===== src/rtl/core/hws_pkg.sv =====
// Shared types and constants for the HTML whitespace squeezer.
`timescale 1ns / 1ps
`default_nettype none

package hws_pkg;

    // Byte history and counter limits
    localparam int HISTORY_DEPTH = 10;
    localparam int NEST_LIMIT    = 15;
    localparam int DEPTH_W       = $clog2(NEST_LIMIT + 1);
    localparam int SEEN_LIMIT    = HISTORY_DEPTH + 1;
    localparam int SEEN_W        = $clog2(SEEN_LIMIT + 1);

    // Configuration port
    localparam int PADDR_W   = 3;
    localparam int PDATA_W   = 32;
    localparam int REG_BEAUTIFY = 0;

    // Character codes
    localparam logic [7:0] CH_LF    = 8'h0A;
    localparam logic [7:0] CH_CR    = 8'h0D;
    localparam logic [7:0] CH_TAB   = 8'h09;
    localparam logic [7:0] CH_QUOTE = 8'h22;
    localparam logic [7:0] CH_LT    = 8'h3C;
    localparam logic [7:0] CH_GT    = 8'h3E;
    localparam logic [7:0] CH_SLASH = 8'h2F;
    localparam logic [7:0] CH_SPACE = 8'h20;

    // Maximum result bytes caused by one input byte
    localparam int MAX_RESULTS = 3;

    typedef struct packed {
        logic [7:0] in_byte;
        logic       last_in;
    } in_beat_t;

    typedef struct packed {
        logic [7:0] out_byte;
        logic       run_last;
    } out_beat_t;

    // Result bytes of one input beat, oldest in slot 0
    typedef struct packed {
        logic [1:0]                   count;
        logic [MAX_RESULTS-1:0][7:0]  bytes;
    } res_t;

endpackage

`default_nettype wire


===== src/rtl/core/hws_scan.sv =====
// Tag tracking, whitespace squeezing state and per-byte result generation.
`timescale 1ns / 1ps
`default_nettype none

module hws_scan
(
    input  wire logic            clk,
    input  wire logic            rst_n,
    input  wire logic            take,
    input  wire hws_pkg::in_beat_t beat,
    input  wire logic            beautify,
    output hws_pkg::res_t        result
);

    localparam int DW = hws_pkg::DEPTH_W;
    localparam int SW = hws_pkg::SEEN_W;
    localparam int HD = hws_pkg::HISTORY_DEPTH;

    logic                 in_quotes_reg, in_quotes_next;
    logic [DW-1:0]        pre_depth_reg, pre_depth_next;
    logic [DW-1:0]        script_depth_reg, script_depth_next;
    logic [DW-1:0]        textarea_depth_reg, textarea_depth_next;
    logic                 blank_pending_reg, blank_pending_next;
    logic [1:0]           newline_count_reg, newline_count_next;
    logic [HD-1:0][7:0]   history_reg, history_next;
    logic [SW-1:0]        seen_reg, seen_next;

    function automatic logic [DW-1:0] raise(input logic [DW-1:0] d);
        raise = (d < DW'(hws_pkg::NEST_LIMIT)) ? d + DW'(1) : d;
    endfunction

    // Work out next state and result bytes for the incoming beat
    always_comb
    begin
        logic [7:0]      c;
        logic [10:1]     pres;
        logic [10:1][7:0] lo;
        logic [10:1][7:0] raw;
        logic            is_nl;
        logic            is_blank;
        logic            pre_w;
        logic            script_w;
        logic            textarea_w;

        c        = beat.in_byte;
        is_nl    = (c == hws_pkg::CH_LF) || (c == hws_pkg::CH_CR);
        is_blank = (c == hws_pkg::CH_SPACE) || (c == hws_pkg::CH_TAB);

        // Positions older than the first byte never match
        for (int k = 1; k <= 10; k++)
        begin
            pres[k] = (seen_reg >= SW'(k));
            raw[k]  = history_reg[k-1];
            lo[k]   = history_reg[k-1] | 8'h20;
        end

        pre_w = pres[3] && lo[3] == "p" && lo[2] == "r" && lo[1] == "e";
        script_w = pres[6] && lo[6] == "s" && lo[5] == "c" && lo[4] == "r"
                   && lo[3] == "i" && lo[2] == "p" && lo[1] == "t";
        textarea_w = pres[8] && lo[8] == "t" && lo[7] == "e" && lo[6] == "x"
                     && lo[5] == "t" && lo[4] == "a" && lo[3] == "r"
                     && lo[2] == "e" && lo[1] == "a";

        in_quotes_next      = in_quotes_reg;
        pre_depth_next      = pre_depth_reg;
        script_depth_next   = script_depth_reg;
        textarea_depth_next = textarea_depth_reg;
        blank_pending_next  = blank_pending_reg;
        newline_count_next  = newline_count_reg;

        // Raise script or textarea depth on an opening tag with attributes when its separator arrives
        if (!in_quotes_reg && (is_blank || is_nl))
        begin
            if (pres[9] && raw[9] == hws_pkg::CH_LT && textarea_w)
                textarea_depth_next = raise(textarea_depth_reg);
            else if (pres[7] && raw[7] == hws_pkg::CH_LT && script_w)
                script_depth_next = raise(script_depth_reg);
        end

        // Squeeze whitespace outside protected regions
        result.count = 2'd1;
        result.bytes = '0;
        result.bytes[0] = c;
        if (!in_quotes_reg && pre_depth_next == '0 && textarea_depth_next == '0
            && script_depth_next == '0)
        begin
            if (is_nl)
            begin
                result.count = 2'd0;
                if (newline_count_reg < 2'd2)
                    newline_count_next = newline_count_reg + 2'd1;
            end
            else if (is_blank)
            begin
                result.count = 2'd0;
                blank_pending_next = 1'b1;
            end
            else if (newline_count_reg != 2'd0)
            begin
                if (c != hws_pkg::CH_GT)
                begin
                    result.bytes[0] = hws_pkg::CH_LF;
                    if (beautify && newline_count_reg > 2'd1)
                    begin
                        result.bytes[1] = hws_pkg::CH_LF;
                        result.bytes[2] = c;
                        result.count    = 2'd3;
                    end
                    else
                    begin
                        result.bytes[1] = c;
                        result.count    = 2'd2;
                    end
                end
                newline_count_next = 2'd0;
                blank_pending_next = 1'b0;
            end
            else if (blank_pending_reg)
            begin
                blank_pending_next = 1'b0;
                if (c != hws_pkg::CH_GT)
                begin
                    result.bytes[0] = hws_pkg::CH_SPACE;
                    result.bytes[1] = c;
                    result.count    = 2'd2;
                end
            end
        end

        if (c == hws_pkg::CH_QUOTE)
            in_quotes_next = ~in_quotes_reg;

        // Track pre, script and textarea tags on a closing angle bracket
        if (!in_quotes_next && c == hws_pkg::CH_GT)
        begin
            if (pre_w)
            begin
                if (pres[4] && raw[4] == hws_pkg::CH_LT)
                    pre_depth_next = raise(pre_depth_next);
                else if (pre_depth_next != '0 && pres[5] && raw[4] == hws_pkg::CH_SLASH
                         && raw[5] == hws_pkg::CH_LT)
                    pre_depth_next = pre_depth_next - DW'(1);
            end
            if (script_w)
            begin
                if (pres[7] && raw[7] == hws_pkg::CH_LT)
                    script_depth_next = raise(script_depth_next);
                else if (script_depth_next != '0 && pres[8]
                         && raw[7] == hws_pkg::CH_SLASH && raw[8] == hws_pkg::CH_LT)
                    script_depth_next = script_depth_next - DW'(1);
            end
            if (textarea_w)
            begin
                if (pres[9] && raw[9] == hws_pkg::CH_LT)
                    textarea_depth_next = raise(textarea_depth_next);
                else if (textarea_depth_next != '0 && pres[10]
                         && raw[9] == hws_pkg::CH_SLASH && raw[10] == hws_pkg::CH_LT)
                    textarea_depth_next = textarea_depth_next - DW'(1);
            end
        end

        // Shift history, newest first
        history_next = {history_reg[HD-2:0], c};
        seen_next    = (seen_reg < SW'(hws_pkg::SEEN_LIMIT)) ? seen_reg + SW'(1) : seen_reg;

        // Drop everything after the final byte
        if (beat.last_in)
        begin
            in_quotes_next      = 1'b0;
            pre_depth_next      = '0;
            script_depth_next   = '0;
            textarea_depth_next = '0;
            blank_pending_next  = 1'b0;
            newline_count_next  = 2'd0;
            history_next        = '0;
            seen_next           = '0;
        end
    end

    // Hold state, advance on each accepted beat
    always_ff @(posedge clk or negedge rst_n)
    begin
        if (!rst_n)
        begin
            in_quotes_reg      <= 1'b0;
            pre_depth_reg      <= '0;
            script_depth_reg   <= '0;
            textarea_depth_reg <= '0;
            blank_pending_reg  <= 1'b0;
            newline_count_reg  <= 2'd0;
            history_reg        <= '0;
            seen_reg           <= '0;
        end
        else if (take)
        begin
            in_quotes_reg      <= in_quotes_next;
            pre_depth_reg      <= pre_depth_next;
            script_depth_reg   <= script_depth_next;
            textarea_depth_reg <= textarea_depth_next;
            blank_pending_reg  <= blank_pending_next;
            newline_count_reg  <= newline_count_next;
            history_reg        <= history_next;
            seen_reg           <= seen_next;
        end
    end

endmodule

`default_nettype wire


===== src/rtl/core/hws_obuf.sv =====
// Result buffer: holds up to three bytes of one input beat and drains them in order.
`timescale 1ns / 1ps
`default_nettype none

module hws_obuf
(
    input  wire logic              clk,
    input  wire logic              rst_n,
    input  wire logic              load,
    input  wire hws_pkg::res_t     result,
    output logic                   can_load,
    output logic                   dst_valid,
    input  wire logic              dst_ready,
    output hws_pkg::out_beat_t     dst_data
);

    localparam int MR = hws_pkg::MAX_RESULTS;

    logic [1:0]          rem_reg, rem_next;
    logic [MR-1:0][7:0]  buf_reg, buf_next;
    logic                pop;

    assign pop       = (rem_reg != 2'd0) && dst_ready;
    assign can_load  = (rem_reg == 2'd0) || ((rem_reg == 2'd1) && dst_ready);
    assign dst_valid = (rem_reg != 2'd0);
    assign dst_data.out_byte = buf_reg[0];
    assign dst_data.run_last = (rem_reg == 2'd1);

    // Load a new beat's bytes or shift out the head
    always_comb
    begin
        rem_next = rem_reg;
        buf_next = buf_reg;
        if (load)
        begin
            rem_next = result.count;
            buf_next = result.bytes;
        end
        else if (pop)
        begin
            rem_next = rem_reg - 2'd1;
            buf_next = {8'h00, buf_reg[MR-1:1]};
        end
    end

    // Hold count under reset; payload needs none
    always_ff @(posedge clk or negedge rst_n)
    begin
        if (!rst_n)
            rem_reg <= 2'd0;
        else
            rem_reg <= rem_next;
    end

    always_ff @(posedge clk)
    begin
        buf_reg <= buf_next;
    end

endmodule

`default_nettype wire


===== src/rtl/core/html_whitespace_squeezer_unit.sv =====
// Top level of the HTML whitespace squeezer: stream ports, config register, core wiring.
//
//  channel | direction | handshake             | payload
//  --------+-----------+-----------------------+---------------------------
//  src     | in        | src_valid / src_ready | in_byte, last_in
//  dst     | out       | dst_valid / dst_ready | out_byte, run_last
//  apb     | in / out  | psel, penable, pready | beautify at address 0
//
// One input beat is accepted per cycle while each byte yields at most one result and dst is ready.
// A beat that yields two or three bytes (pending space or newlines) holds src_ready
// low while the result buffer drains, one byte a cycle while dst is ready.
// Results appear on dst the cycle after acceptance; a stalled dst holds the buffer.
// Reset clears all scanning state and beautify; no clearing pass is needed.
`timescale 1ns / 1ps
`default_nettype none

module html_whitespace_squeezer_unit
(
    input  wire logic                          clk,
    input  wire logic                          rst_n,
    input  wire logic                          src_valid,
    output logic                               src_ready,
    input  wire hws_pkg::in_beat_t             src_data,
    output logic                               dst_valid,
    input  wire logic                          dst_ready,
    output hws_pkg::out_beat_t                 dst_data,
    input  wire logic                          psel,
    input  wire logic                          penable,
    input  wire logic                          pwrite,
    input  wire logic [hws_pkg::PADDR_W-1:0]   paddr,
    input  wire logic [hws_pkg::PDATA_W-1:0]   pwdata,
    output logic [hws_pkg::PDATA_W-1:0]        prdata,
    output logic                               pready
);

    logic           beautify_reg;
    logic           take;
    logic           sel_beautify;
    hws_pkg::res_t  result;

    assign pready       = 1'b1;
    assign sel_beautify = (paddr[hws_pkg::PADDR_W-1:2] == 1'(hws_pkg::REG_BEAUTIFY));
    assign prdata       = sel_beautify ? {{(hws_pkg::PDATA_W-1){1'b0}}, beautify_reg} : '0;
    assign take         = src_valid && src_ready;

    // Write the beautify register on the access phase
    always_ff @(posedge clk or negedge rst_n)
    begin
        if (!rst_n)
            beautify_reg <= 1'b0;
        else if (psel && penable && pwrite && pready && sel_beautify)
            beautify_reg <= pwdata[0];
    end

    hws_scan u_scan
    (
        .clk      (clk),
        .rst_n    (rst_n),
        .take     (take),
        .beat     (src_data),
        .beautify (beautify_reg),
        .result   (result)
    );

    hws_obuf u_obuf
    (
        .clk       (clk),
        .rst_n     (rst_n),
        .load      (take),
        .result    (result),
        .can_load  (src_ready),
        .dst_valid (dst_valid),
        .dst_ready (dst_ready),
        .dst_data  (dst_data)
    );

endmodule

`default_nettype wire


===== config.mk =====
export PLATFORM = sky130hd
export DESIGN_NAME = html_whitespace_squeezer_unit
export DESIGN_NICKNAME = d
export VERILOG_FILES = /design/src/rtl/core/hws_pkg.sv /design/src/rtl/core/hws_scan.sv /design/src/rtl/core/hws_obuf.sv /design/src/rtl/core/html_whitespace_squeezer_unit.sv
export SDC_FILE = /design/constraint.sdc
export NUM_CORES = 1
export LEC_CHECK = 0
export ABC_AREA = 1
export BUFFER_PORTS_ARGS = -buffer_cell sky130_fd_sc_hd__clkbuf_2
export CORE_AREA = 2 2 113 115
export DETAILED_ROUTE_END_ITERATION = 8
export DIE_AREA = 0 0 115 117
export PLACE_DENSITY = 0.85
export SETUP_SLACK_MARGIN = 0.05
export SYNTH_ARGS = -nofsm -noshare
export SYNTH_HDL_FRONTEND = slang
export SYNTH_SLANG_ARGS = --single-unit

===== constraint.sdc =====
create_clock -name clk -period 6.8 [get_ports clk]
set_clock_uncertainty 0.1 [all_clocks]
set_input_delay 0 -clock clk [delete_from_list [all_inputs] [get_ports clk]]
set_output_delay 0 -clock clk [all_outputs]
set_load 0.05 [all_outputs]

==> impl_metrics.ini <==
[run_status]
outcome = completed

[clock_tree]
path_clk_slew_ps = 60
cts_hold_buf = 15
total_clock_sinks = 127
cts.repair.resized = 0
worst_case_clock_buffer_depth = 2
cts_htree_levels = 4
cts-root-buf = sky130_fd_sc_hd__clkbuf_16
cts_post_setup_buffers_inserted = 0
tritoncts_clock_tree = yes
numCtsBuffers = 17
clock_latency_ps = 430

[floorplanning]
core_region_area_sq_um = 12300
dieWidth_microns = 115
start_util = 0.622
floorplan.rows = 41
count_of_boundary_i_o_pins = 95
fp.dieH_microns = 117
die_area_sq_um = 13500

[logic_synthesis]
synth-main-ff-cell = sky130_fd_sc_hd__dfrtp_1
cell_accounting_for_the_most_synthesized_area = sky130_fd_sc_hd__dfrtp_1
netlist.area_leader.share = 0.336
netlist_top_cells_count = sky130_fd_sc_hd__nand2_1, sky130_fd_sc_hd__inv_1, sky130_fd_sc_hd__nor2_1
synth_top_cells_by_area = sky130_fd_sc_hd__dfrtp_1, sky130_fd_sc_hd__nand2_1, sky130_fd_sc_hd__edfxtp_1
synth_most_common_cell = sky130_fd_sc_hd__nand2_1
synth-async-reset-ratio = 0.811
ys_warnings = 0
synth_enable_flop_cells = 24
netlist_area_sq_um = 7660
synth_cell_type_count = 49
ys_ff_latch = 127
post_synth.cell_area_avg_sq_um = 7.61
netlist_instances = 1007
seq_area_frac_synth = 0.430

[sta]
final.period_utilization = 0.531
hold_violations = 0
clock.fmax_mhz = 277
finalWorstPathRequiredPeriod_ps = 3610
finalMaxSlewViolations = 0
tightestPinTransition_ps = 1060
rsz0062_at_grt = no
final.setup.tns_ps = 0
worst_slew_slack_as_a_fraction_of_its_limit = 0.289
final-setup-viol-count = 0

[worst_setup_path]
timing.critical_path.required_ps = 6880
start_of_the_worst_register_to_register_path = u_scan.seen_reg[1]
cpMaxStageDelayCell = sky130_fd_sc_hd__dfrtp_1
max_stage_delay_ps = 450
cp-start-kind = flip-flop
cp.arrival_ps = 3690
path_cells = inv_1 -> ha_1 -> nand3_1 -> nand3_1 -> nor2_1 -> nand3_4 -> nor2_8 -> nand2_1 -> o21ai_2 -> ha_1 -> inv_1 -> nor2_4 -> nand2_2 -> nor3_4 -> nand2_4 -> inv_2 -> nor2_1 -> o21ai_0 -> nand2_1
worst-r2r-setup-slack_ps = 3190
r2r.worst_path.cells = 19
timing.critical_path.buf_inv = 3
critPathCaptureType = flip-flop
cp_max_fo = 8
critical_path.reg2reg.endpoint = u_obuf.dst_data[2]
criticalPathCategory = reg -> reg
crit_family = simple AND/OR/NAND/NOR gates

[global_route]
grt.overflow.total = 0
number_of_global_route_vias_before_repair = 6444
antenna_found_initial = 0
grt_max_degree = 81
grtUsageTotal = 0.295
grt_pass1_wl_microns = 30800

[power_and_ir_drop]
ir_drop_mv = 0.253
power.static_leakage_nw = 4.02
power_density_nw_per_um2 = 444
report.power.total_w = 0.00378

[finish]
antenna-diode-count = 0
post-route-cell-area_sq_um = 8520
regArea_sq_um = 3300
multi_input_comb_area_sq_um = 3540
fillerInstances = 944
flip_flop_count_of_the_largest_register_all_copies_and_words_added = 80
drive_above_1_share = 0.111
design.final.nets = 1112
areaGrowthSynthToFinish_pct = 11.2

[place]
place_hpwl_microns = 12800
globalplace.congestion = 0.937
buffer_ports.inserted = 29
place_area_sq_um = 7770

[hold_path]
min_to = u_scan.script_depth_reg[1]
worstHoldPathType = in -> reg
hp-start = src_valid
worst_hold_path.num_cells = 5

[route]
first_pass_iters = 8
routed_len_inst_microns = 15.7
drc_errors = 0
postRouteWirelength_microns = 19000
viasPerCell = 5.73
dr_total_vias = 6906
initialDrtViolationCount = 655
drtAntennaViolNets = 0

[run]
cap_viol_max_count = 0
-- power by group --
| part | internal, W | switching (W) | total, W |
|---|---|---|---|
| clock network | 0.000575 | 0.000349 | 0.000924 |
| registers | 0.00111 | 0.000229 | 0.00134 |
| logic | 0.000448 | 0.00107 | 0.00152 |
-- cell families after synthesis --
family                     after synthesis  synth area share
and+or+nand+nor                        505             0.295
buffers and inverters                  209             0.122
other                                    2          0.000980
AOI/OAI and AO/OA                      137             0.111
xor gates and xnor gates                 9            0.0103
adders and majority gates               18            0.0304
DFF                                    127             0.430
-- cell type report --
class	count	area share
Multi-Input combinational cell	701	0.416
Inverter	147	0.0647
Sequential cell	127	0.387
Clock buffer	18	0.0504
Clock inverter	14	0.0195
Tap cell	150	0.0220
Timing Repair Buffer	49	0.0405
-- worst reg2reg max path: cells and delay by family, from the launching register on --
kind	cells	cell delay, ps
and+or+nand+nor	12	1600
AOI/OAI and AO/OA	2	480
DFF	1	450
adders and majority gates	2	410
buffers and inverters	3	320
-- worst max path at each step --
stage | from | to | slack [ps] | cells past startpoint
global placement | u_scan.seen_reg[1] | u_obuf.dst_data[2] | 3360 | 19
CTS | u_scan.seen_reg[1] | u_obuf.dst_data[2] | 3250 | 19
floorplan | u_scan.seen_reg[1] | u_obuf.dst_data[2] | 3870 | 20
global route | u_scan.seen_reg[1] | u_obuf.dst_data[2] | 2830 | 19
detailed placement | u_scan.seen_reg[1] | u_obuf.dst_data[2] | 3320 | 19
finish | u_scan.seen_reg[1] | u_obuf.dst_data[2] | 3190 | 19
-- metrics by stage --
step / instances / util / setup slack (ps) / hold WS (ps)
after floorplan: 1037 / - / 3870 / -396
after detailed placement: 1159 / 0.631 / 3320 / -107
after global routing: 1206 / 0.692 / 2830 / 95.0
after CTS: 1206 / 0.692 / 3250 / 44.6
after global placement: 1159 / 0.631 / 3360 / -110
final: 1206 / 0.692 / 3190 / 57.9
-- routing by layer --
layer	track usage	vias to the layer above	part of all wire	wire length, microns
met3	0.0783	57	0.072	1370
met5	0	-	0	0
li1	-	3307	-	-
met1	0.366	3232	0.41	7820
met4	0.116	0	0.024	447
met2	0.494	310	0.49	9330
-- cells in the final DEF, fill, tap and decap left out, types with 14 or more instances in the layout --
cell,Yosys,routed
sky130_fd_sc_hd__nand3_1,67,67
sky130_fd_sc_hd__nand2_1,241,241
sky130_fd_sc_hd__inv_1,133,133
sky130_fd_sc_hd__nand4_1,19,19
sky130_fd_sc_hd__clkbuf_2,0,28
sky130_fd_sc_hd__dlygate4sd3_1,0,14
sky130_fd_sc_hd__o21ai_0,31,31
sky130_fd_sc_hd__inv_2,13,14
sky130_fd_sc_hd__nor2_1,119,119
sky130_fd_sc_hd__dfrtp_1,103,103
sky130_fd_sc_hd__edfxtp_1,24,24
sky130_fd_sc_hd__clkbuf_16,0,17
sky130_fd_sc_hd__ha_1,17,17
sky130_fd_sc_hd__o22ai_1,75,75
sky130_fd_sc_hd__nor2_2,15,15
sky130_fd_sc_hd__conb_1,2,32
No activity file was read; power rests on OpenSTA's default activity.
